`src/rtl/core/dlex_pkg.sv`:
```
// ----------------------------------------------------------------------------
// dlex_pkg
// Shared types, character codes, token codes and keyword helpers for the
// document byte lexer.
// ----------------------------------------------------------------------------
package dlex_pkg;

    localparam int MaxResults = 4;

    typedef struct packed {
        logic [7:0] byte_value;
        logic       end_of_input;
    } dlex_in_t;

    typedef struct packed {
        logic       event_kind;
        logic [3:0] token_type;
        logic [7:0] data_byte;
        logic       last_of_run;
    } dlex_out_t;

    typedef enum logic [5:0] {
        MODE_IDLE    = 6'b000001,
        MODE_WORD    = 6'b000010,
        MODE_NUMBER  = 6'b000100,
        MODE_STRING  = 6'b001000,
        MODE_ESCAPE  = 6'b010000,
        MODE_COMMENT = 6'b100000
    } dlex_mode_t;

    typedef struct packed {
        dlex_mode_t mode;
        logic [2:0] word_length;
        logic [2:0] kw_cand;      // bit 0 null, bit 1 true, bit 2 false
    } dlex_state_t;

    typedef struct packed {
        dlex_out_t [MaxResults-1:0] res;
        logic [2:0]                 count;
    } dlex_burst_t;

    localparam logic       EV_DATA = 1'b0;
    localparam logic       EV_DONE = 1'b1;

    localparam logic [3:0] TT_KEY    = 4'd0;
    localparam logic [3:0] TT_NUMBER = 4'd1;
    localparam logic [3:0] TT_STRING = 4'd2;
    localparam logic [3:0] TT_NULL   = 4'd3;
    localparam logic [3:0] TT_TRUE   = 4'd4;
    localparam logic [3:0] TT_FALSE  = 4'd5;
    localparam logic [3:0] TT_COLON  = 4'd6;
    localparam logic [3:0] TT_LBRACK = 4'd7;
    localparam logic [3:0] TT_RBRACK = 4'd8;
    localparam logic [3:0] TT_LBRACE = 4'd9;
    localparam logic [3:0] TT_RBRACE = 4'd10;
    localparam logic [3:0] TT_LPAREN = 4'd11;
    localparam logic [3:0] TT_RPAREN = 4'd12;
    localparam logic [3:0] TT_PLUS   = 4'd13;
    localparam logic [3:0] TT_MINUS  = 4'd14;

    localparam logic [7:0] CH_NL     = 8'h0A;
    localparam logic [7:0] CH_QUOTE  = 8'h22;
    localparam logic [7:0] CH_HASH   = 8'h23;
    localparam logic [7:0] CH_LPAREN = 8'h28;
    localparam logic [7:0] CH_RPAREN = 8'h29;
    localparam logic [7:0] CH_PLUS   = 8'h2B;
    localparam logic [7:0] CH_MINUS  = 8'h2D;
    localparam logic [7:0] CH_DOT    = 8'h2E;
    localparam logic [7:0] CH_COLON  = 8'h3A;
    localparam logic [7:0] CH_UPPERE = 8'h45;
    localparam logic [7:0] CH_LBRACK = 8'h5B;
    localparam logic [7:0] CH_BSLASH = 8'h5C;
    localparam logic [7:0] CH_RBRACK = 8'h5D;
    localparam logic [7:0] CH_UNDER  = 8'h5F;
    localparam logic [7:0] CH_LOWERE = 8'h65;
    localparam logic [7:0] CH_LBRACE = 8'h7B;
    localparam logic [7:0] CH_RBRACE = 8'h7D;

    function automatic logic is_alpha(logic [7:0] c);
        return (c >= 8'h61 && c <= 8'h7A) || (c >= 8'h41 && c <= 8'h5A);
    endfunction

    function automatic logic is_digit(logic [7:0] c);
        return c >= 8'h30 && c <= 8'h39;
    endfunction

    // Keyword spellings, one character per position
    function automatic logic [7:0] null_char(logic [1:0] idx);
        logic [7:0] r;
        unique case (idx)
            2'd0:    r = 8'h6E;
            2'd1:    r = 8'h75;
            default: r = 8'h6C;
        endcase
        return r;
    endfunction

    function automatic logic [7:0] true_char(logic [1:0] idx);
        logic [7:0] r;
        unique case (idx)
            2'd0: r = 8'h74;
            2'd1: r = 8'h72;
            2'd2: r = 8'h75;
            2'd3: r = 8'h65;
        endcase
        return r;
    endfunction

    function automatic logic [7:0] false_char(logic [2:0] idx);
        logic [7:0] r;
        unique case (idx)
            3'd0:    r = 8'h66;
            3'd1:    r = 8'h61;
            3'd2:    r = 8'h6C;
            3'd3:    r = 8'h73;
            3'd4:    r = 8'h65;
            default: r = 8'h00;
        endcase
        return r;
    endfunction

    function automatic logic [2:0] kw_update(logic [2:0] len, logic [2:0] cand,
                                             logic [7:0] c);
        logic [2:0] r;
        r = cand;
        if (!(len < 3'd4 && c == null_char(len[1:0])))
            r[0] = 1'b0;
        if (!(len < 3'd4 && c == true_char(len[1:0])))
            r[1] = 1'b0;
        if (!(len < 3'd5 && c == false_char(len)))
            r[2] = 1'b0;
        return r;
    endfunction

    function automatic logic [3:0] word_type(logic [2:0] len, logic [2:0] cand);
        logic [3:0] r;
        priority if (cand[0] && len == 3'd4)
            r = TT_NULL;
        else if (cand[1] && len == 3'd4)
            r = TT_TRUE;
        else if (cand[2] && len == 3'd5)
            r = TT_FALSE;
        else
            r = TT_KEY;
        return r;
    endfunction

    function automatic dlex_out_t mk_res(logic kind, logic [3:0] ttype, logic [7:0] data);
        dlex_out_t r;
        r.event_kind  = kind;
        r.token_type  = ttype;
        r.data_byte   = data;
        r.last_of_run = 1'b0;
        return r;
    endfunction

endpackage

```
`src/rtl/core/document_byte_lexer_core.sv`:
```
// ----------------------------------------------------------------------------
// document_byte_lexer_core
// Streaming lexer for a JSON-like text format, one byte in, token events out.
// ----------------------------------------------------------------------------
// Usage:
//   s_valid/s_ready/s_data carry one input byte per word, with end_of_input
//   set on the final byte of a document. m_valid/m_ready/m_data carry token
//   events: data characters of an open word, number or string, and token
//   completions. last_of_run marks the final event caused by one input byte.
//   An accepted byte is held in the input register, then its events are
//   loaded into the result buffer, whose head word drives m_data.
//   Throughput: one byte per cycle while each byte causes at most one event
//   and m_ready stays high. A byte that causes several events (at most
//   three) holds the input until the single-word result port has drained
//   the result buffer. Bytes that cause no event pass at one per cycle
//   once the result buffer is empty.
//   Reset clears the input register, the result buffer and the scan state
//   (idle, no open token). When m_ready is low the result buffer holds and
//   the input register keeps taking one more byte before s_ready drops.
// ----------------------------------------------------------------------------
module document_byte_lexer_core (
    input  logic                aclk,
    input  logic                aresetn,
    input  logic                s_valid,
    output logic                s_ready,
    input  dlex_pkg::dlex_in_t  s_data,
    output logic                m_valid,
    input  logic                m_ready,
    output dlex_pkg::dlex_out_t m_data
);
    import dlex_pkg::*;

    logic        in_valid_reg, in_valid_next;
    dlex_in_t    in_data_reg,  in_data_next;
    dlex_state_t state_reg,    state_next;
    dlex_out_t [MaxResults-1:0] res_reg, res_next;
    logic [2:0]  cnt_reg,      cnt_next;

    dlex_state_t step_state;
    dlex_burst_t burst;
    logic        pop;
    logic        advance;

    dlex_step u_step (
        .cur_state  (state_reg),
        .in_word    (in_data_reg),
        .next_state (step_state),
        .burst      (burst)
    );

    assign m_valid = (cnt_reg != 3'd0);
    assign m_data  = res_reg[0];
    assign pop     = m_valid && m_ready;
    // buffer is free once its last word leaves this cycle
    assign advance = in_valid_reg && (cnt_reg == 3'd0 || (cnt_reg == 3'd1 && m_ready));
    assign s_ready = !in_valid_reg || advance;

    always_comb begin
        in_valid_next = in_valid_reg;
        in_data_next  = in_data_reg;
        if (s_ready) begin
            in_valid_next = s_valid;
            in_data_next  = s_data;
        end
    end

    always_comb begin
        state_next = state_reg;
        res_next   = res_reg;
        cnt_next   = cnt_reg;
        if (advance) begin
            state_next = step_state;
            res_next   = burst.res;
            cnt_next   = burst.count;
        end else if (pop) begin
            for (int i = 0; i < MaxResults - 1; i++)
                res_next[i] = res_reg[i+1];
            cnt_next = cnt_reg - 3'd1;
        end
    end

    always_ff @(posedge aclk) begin
        if (!aresetn) begin
            in_valid_reg      <= 1'b0;
            cnt_reg           <= 3'd0;
            state_reg.mode    <= MODE_IDLE;
            state_reg.word_length <= 3'd0;
            state_reg.kw_cand <= 3'b111;
        end else begin
            in_valid_reg <= in_valid_next;
            cnt_reg      <= cnt_next;
            state_reg    <= state_next;
        end
    end

    always_ff @(posedge aclk) begin
        in_data_reg <= in_data_next;
        res_reg     <= res_next;
    end

    a_cnt_bound: assert property (@(posedge aclk) disable iff (!aresetn)
        cnt_reg <= 3'(MaxResults))
        else $error("result buffer count out of range");

    a_last_is_tail: assert property (@(posedge aclk) disable iff (!aresetn)
        (m_valid && m_data.last_of_run) |-> (cnt_reg == 3'd1))
        else $error("last_of_run word is not the buffer tail");

    a_run_no_gap: assert property (@(posedge aclk) disable iff (!aresetn)
        (pop && !m_data.last_of_run) |=> m_valid)
        else $error("gap inside a run of result words");

    a_eoi_idle: assert property (@(posedge aclk) disable iff (!aresetn)
        (advance && in_data_reg.end_of_input) |=>
            (state_reg.mode == MODE_IDLE && state_reg.word_length == 3'd0 &&
             state_reg.kw_cand == 3'b111))
        else $error("scan state not cleared after end of input");

endmodule

```
`src/rtl/core/dlex_step.sv`:
```
// ----------------------------------------------------------------------------
// dlex_step
// Per-byte lexer step: from the current scan state and one input word,
// produces the next state and the burst of up to three result words.
// ----------------------------------------------------------------------------
module dlex_step (
    input  dlex_pkg::dlex_state_t cur_state,
    input  dlex_pkg::dlex_in_t    in_word,
    output dlex_pkg::dlex_state_t next_state,
    output dlex_pkg::dlex_burst_t burst
);
    import dlex_pkg::*;

    logic [7:0]  c;
    logic [2:0]  n;
    logic [2:0]  n_last;
    logic        do_idle;
    logic        sym_hit;
    logic [3:0]  sym_type;
    dlex_state_t st;
    dlex_out_t [MaxResults-1:0] res;

    assign c = in_word.byte_value;

    always_comb begin
        st       = cur_state;
        res      = '0;
        n        = 3'd0;
        n_last   = 3'd0;
        do_idle  = 1'b0;
        sym_hit  = 1'b0;
        sym_type = TT_KEY;

        unique case (cur_state.mode)
            MODE_WORD: begin
                if (is_alpha(c) || is_digit(c) || c == CH_UNDER) begin
                    st.kw_cand = kw_update(cur_state.word_length, cur_state.kw_cand, c);
                    if (cur_state.word_length != 3'd7)
                        st.word_length = cur_state.word_length + 3'd1;
                    res[n[1:0]] = mk_res(EV_DATA, TT_KEY, c);
                    n = n + 3'd1;
                end else begin
                    res[n[1:0]] = mk_res(EV_DONE,
                        word_type(cur_state.word_length, cur_state.kw_cand), 8'h00);
                    n = n + 3'd1;
                    do_idle = 1'b1;
                end
            end
            MODE_NUMBER: begin
                if (is_digit(c) || c == CH_UNDER || c == CH_DOT || c == CH_PLUS ||
                    c == CH_MINUS || c == CH_LOWERE || c == CH_UPPERE) begin
                    res[n[1:0]] = mk_res(EV_DATA, TT_NUMBER, c);
                    n = n + 3'd1;
                end else begin
                    res[n[1:0]] = mk_res(EV_DONE, TT_NUMBER, 8'h00);
                    n = n + 3'd1;
                    do_idle = 1'b1;
                end
            end
            MODE_STRING: begin
                if (c == CH_QUOTE) begin
                    res[n[1:0]] = mk_res(EV_DONE, TT_STRING, 8'h00);
                    n = n + 3'd1;
                    st.mode = MODE_IDLE;
                end else if (c == CH_BSLASH) begin
                    st.mode = MODE_ESCAPE;
                end else begin
                    res[n[1:0]] = mk_res(EV_DATA, TT_STRING, c);
                    n = n + 3'd1;
                end
            end
            MODE_ESCAPE: begin
                // only \\ and \" collapse; anything else keeps the backslash
                if (c != CH_BSLASH && c != CH_QUOTE) begin
                    res[n[1:0]] = mk_res(EV_DATA, TT_STRING, CH_BSLASH);
                    n = n + 3'd1;
                end
                res[n[1:0]] = mk_res(EV_DATA, TT_STRING, c);
                n = n + 3'd1;
                st.mode = MODE_STRING;
            end
            MODE_COMMENT: begin
                if (c == CH_NL)
                    st.mode = MODE_IDLE;
            end
            default: begin
                do_idle = 1'b1;
            end
        endcase

        // byte seen from idle, also the byte that closed a word or number
        if (do_idle) begin
            st.mode = MODE_IDLE;
            if (is_alpha(c)) begin
                st.mode        = MODE_WORD;
                st.kw_cand     = kw_update(3'd0, 3'b111, c);
                st.word_length = 3'd1;
                res[n[1:0]] = mk_res(EV_DATA, TT_KEY, c);
                n = n + 3'd1;
            end else if (is_digit(c)) begin
                st.mode = MODE_NUMBER;
                res[n[1:0]] = mk_res(EV_DATA, TT_NUMBER, c);
                n = n + 3'd1;
            end else begin
                sym_hit = 1'b1;
                unique case (c)
                    CH_COLON:  sym_type = TT_COLON;
                    CH_LBRACK: sym_type = TT_LBRACK;
                    CH_RBRACK: sym_type = TT_RBRACK;
                    CH_LBRACE: sym_type = TT_LBRACE;
                    CH_RBRACE: sym_type = TT_RBRACE;
                    CH_LPAREN: sym_type = TT_LPAREN;
                    CH_RPAREN: sym_type = TT_RPAREN;
                    CH_PLUS:   sym_type = TT_PLUS;
                    CH_MINUS:  sym_type = TT_MINUS;
                    CH_QUOTE: begin
                        sym_hit = 1'b0;
                        st.mode = MODE_STRING;
                    end
                    CH_HASH: begin
                        sym_hit = 1'b0;
                        st.mode = MODE_COMMENT;
                    end
                    default: sym_hit = 1'b0;
                endcase
                if (sym_hit) begin
                    res[n[1:0]] = mk_res(EV_DONE, sym_type, 8'h00);
                    n = n + 3'd1;
                end
            end
        end

        if (in_word.end_of_input) begin
            unique case (st.mode)
                MODE_WORD: begin
                    res[n[1:0]] = mk_res(EV_DONE, word_type(st.word_length, st.kw_cand), 8'h00);
                    n = n + 3'd1;
                end
                MODE_NUMBER: begin
                    res[n[1:0]] = mk_res(EV_DONE, TT_NUMBER, 8'h00);
                    n = n + 3'd1;
                end
                MODE_ESCAPE: begin
                    res[n[1:0]] = mk_res(EV_DATA, TT_STRING, CH_BSLASH);
                    n = n + 3'd1;
                    res[n[1:0]] = mk_res(EV_DONE, TT_STRING, 8'h00);
                    n = n + 3'd1;
                end
                MODE_STRING: begin
                    res[n[1:0]] = mk_res(EV_DONE, TT_STRING, 8'h00);
                    n = n + 3'd1;
                end
                default: ;
            endcase
            st.mode        = MODE_IDLE;
            st.word_length = 3'd0;
            st.kw_cand     = 3'b111;
        end

        if (n != 3'd0) begin
            n_last = n - 3'd1;
            res[n_last[1:0]].last_of_run = 1'b1;
        end
    end

    assign next_state  = st;
    assign burst.res   = res;
    assign burst.count = n;

endmodule
```
`config.mk`:
```
export PLATFORM = sky130hd
export DESIGN_NAME = document_byte_lexer_core
export DESIGN_NICKNAME = d
export VERILOG_FILES = /design/src/rtl/core/dlex_pkg.sv /design/src/rtl/core/document_byte_lexer_core.sv /design/src/rtl/core/dlex_step.sv
export SDC_FILE = /design/constraint.sdc
export NUM_CORES = 1
export LEC_CHECK = 0
export ABC_AREA = 1
export BUFFER_PORTS_ARGS = -buffer_cell sky130_fd_sc_hd__buf_2
export CAP_MARGIN = 15
export CORE_MARGIN = 5
export CORE_UTILIZATION = 30
export CTS_BUF_LIST = sky130_fd_sc_hd__clkbuf_8
export DETAILED_ROUTE_END_ITERATION = 12
export PLACE_DENSITY = 0.57
export SYNTH_ARGS = -nofsm -noshare
export SYNTH_HDL_FRONTEND = slang
export SYNTH_SLANG_ARGS = --single-unit
```
`constraint.sdc`:
```
create_clock -name aclk -period 3.9 [get_ports aclk]
set_input_delay 0 -clock aclk [delete_from_list [all_inputs] [get_ports aclk]]
set_output_delay 0 -clock aclk [all_outputs]
set_load 0.01 [all_outputs]
```
==> impl_metrics.tcl <==
set metrics [dict create \
    wl_met3_um 905 \
    highest_layer "met4" \
    async_flop_share_pct 0 \
    firstDrtPassIters 6 \
    synth-seq-cells 81 \
    num_vias 5287 \
    whs_endpoint "in_data_reg[7]" \
    grt_pass1_vias 4932 \
    rsz0062_at_grt "false" \
    initial_core_util_pct 30.6 \
    status "completed" \
    viasPerCell 4.99 \
    tightest_slew_ns 0.688 \
    final_max_slew_viol_count 0 \
    syn2layout_area_growth_pct 13.5 \
    grt_max_degree 61 \
    die_x_um 148 \
    drv_cap 0 \
    synth_area_per_cell_um2 7.41 \
    routed-wl-met2_mm 8.12 \
    finalHoldViolations 0 \
    drtIter0Drc 450 \
    numClockSinks 81 \
    synth_area_mm2 0.00575 \
    reg2reg_from "in_data_reg[1]" \
    antenna_cells 0 \
    cp_max_fo 10 \
    routedWlPerCell_um 16.6 \
    drtAntennaViolNets 0 \
    period_needed_ns 3.48 \
    fmax_ghz 0.287 \
    synth_cell_type_count 52 \
    cts-root-buf "clkbuf_8" \
    fin_nets 849 \
    grt_overflow 0 \
    tns_ns 0 \
    route.detailed.drc 0 \
    detailed_place_hpwl_mm 13.5 \
    cp-end-kind "flip-flop" \
    r2r_slack_ns 0.42 \
    criticalPathCategory "flip-flop to flip-flop" \
    ioPinCount 29 \
    dpl.cell_count 1026 \
    std_cell_rows 50 \
    ys_warn_count 0 \
    largest_reg_flops 42 \
    fillCellCount 2039 \
    slew_headroom_pct 53.9 \
    antenna_found_initial 0 \
    drive_above_1_share_pct 14.8 \
    wl_mm 17.6 \
    synthCells 776 \
    cts.clk_slew.worst_paths_ns 0.10 \
    h-tree-depth 3 \
    cts_tree "yes" \
    timing.rr.end "res_reg[37]" \
    p_leak_nw 2.92 \
    wl_met1_mm 8.35 \
    io_buffers 28 \
    power_density_mw_per_mm2 549 \
    syn_nets 805 \
    worst_hold_path.num_cells 2 \
    fin_skew_ns 0.0184 \
    period_share_pct 89.3 \
    final_cells 1059 \
    cts_buffers 9 \
    die-area_mm2 0.0220 \
    cts.path.max_buffers 2 \
    worst_ep_arrival_time_ns 3.65 \
    grt_pass1_wl_mm 27.6 \
    fp.dieH_um 148 \
    synth_flop_cell "edfxtp_1" \
    synth-seq-area-share_pct 39.5 \
    coreArea_mm2 0.0188 \
    grt_usage_pct 16.1 \
    synth_edf_count 65 \
    startpoint_type "flip-flop" \
    hold_path.class "input port to flip-flop" \
    worst_r2r_path_depth 20 \
    gp_congestion 0.978 \
    setup_viol 0 \
    clock_latency_ns 0.40 \
    hp-start "s_data[7]" \
    max-vdd-ir-drop_uv 293 \
    cp.required_ns 4.07 \
]
[per-layer routing]
layer	global-route usage, %	up-vias
met5	0	-
met4	3.51	0
met3	3.38	13
met2	25.7	134
met1	22.5	2461
li1	-	2679
[cell usage after synthesis (8+ instances only)]
library cell | instances | area share (%)
a211oi_1 | 8 | 1.0
a21oi_1 | 40 | 3.5
buf_4 | 17 | 2.2
clkbuf_1 | 9 | 0.59
dfxtp_1 | 16 | 5.6
edfxtp_1 | 65 | 34
ha_1 | 16 | 3.5
inv_1 | 81 | 5.3
inv_2 | 14 | 0.91
nand2_1 | 204 | 13
nand3_1 | 66 | 5.7
nand4_1 | 15 | 1.6
nor2_1 | 70 | 4.6
nor3_1 | 11 | 0.96
o21ai_0 | 42 | 3.7
o21ai_1 | 10 | 0.87
[placed cells by master, fill, tap and decap left out, drive strengths merged, types with 9 or more instances in the layout]
cell	Yosys	routed
nand2	211	211
nor2	79	79
dfxtp	16	16
nand4	16	16
ha	16	16
buf	23	53
edfxtp	65	65
dlygate4sd3	0	12
a21oi	43	43
nor3	12	12
inv	96	99
clkbuf	9	9
o21ai	53	53
nand3	72	72
[area by class of cell]
type / count / area, um^2 / share of cell area [%]
clock inverters: 7 / 106 / 1.63
multi-input cells: 560 / 2890 / 44.3
repair buffers: 65 / 448 / 6.87
flip-flops and latches: 81 / 2270 / 34.8
well taps: 234 / 293 / 4.49
inverters: 103 / 393 / 6.02
clock buffers: 9 / 124 / 1.90
[power by group]
| group | switching, W | internal, W |
|---|---|---|
| combinational | 0.000931 | 0.000407 |
| clock | 0.000370 | 0.000373 |
| sequential | 0.000111 | 0.00139 |
[kinds of logic after synthesis]
family	Yosys count	synth area share, %
buffers and inverters	135	10.3
DFF	81	39.5
adders and majority gates	16	3.48
AOI/OAI and AO/OA	139	14.6
and+or+nand+nor	399	31.2
xor gates and xnor gates	5	0.893
other	1	0.0653
[what timing repair did]
action                                  4_1_cts  5_1_grt
hold endpoints to repair                     13        0
resized for setup                             0        2
hold buffers                                 12        0
endpoints found under the setup margin        0        8
buffers inserted                              0        5
[worst max-delay path by stage]
stage / from / end
after floorplan: in_data_reg[5] / m_data[3]
after global placement: in_data_reg[5] / res_reg[14]
after detailed placement: in_data_reg[5] / res_reg[37]
after CTS: in_data_reg[5] / res_reg[37]
after global routing: in_data_reg[8] / m_data[3]
final: in_data_reg[1] / res_reg[37]
[worst max-delay path, cell delays in order, from the launching register on]
cell	delay [ns]
edfxtp_1	0.52
inv_2	0.25
nand2_2	0.13
inv_2	0.08
nand3_1	0.14
inv_1	0.18
nor2_1	0.09
nor2_1	0.20
nor3_2	0.08
ha_1	0.30
nand3_1	0.09
nand2_1	0.10
inv_1	0.13
ha_1	0.22
clkinvlp_4	0.21
nand2_1	0.16
nand2_1	0.06
a21oi_1	0.13
nand2_1	0.07
nand3_1	0.07
nand2_1	0.05
[per-stage QoR]
step	setup WS [ns]	total power [W]	cell area, um^2	util (%)	hold WS, ns
CTS	0.208	0.00360	6480	34.5	0.295
finish	0.419	0.00358	6520	34.8	0.304
global route	0.110	0.00384	6520	34.8	0.293
floorplan	0.736	0.00250	5750	-	0.0989
global placement	0.194	0.00283	6130	32.7	0.177
detailed placement	0.208	0.00284	6130	32.7	0.178
No activity file was read; power rests on OpenSTA's default activity.
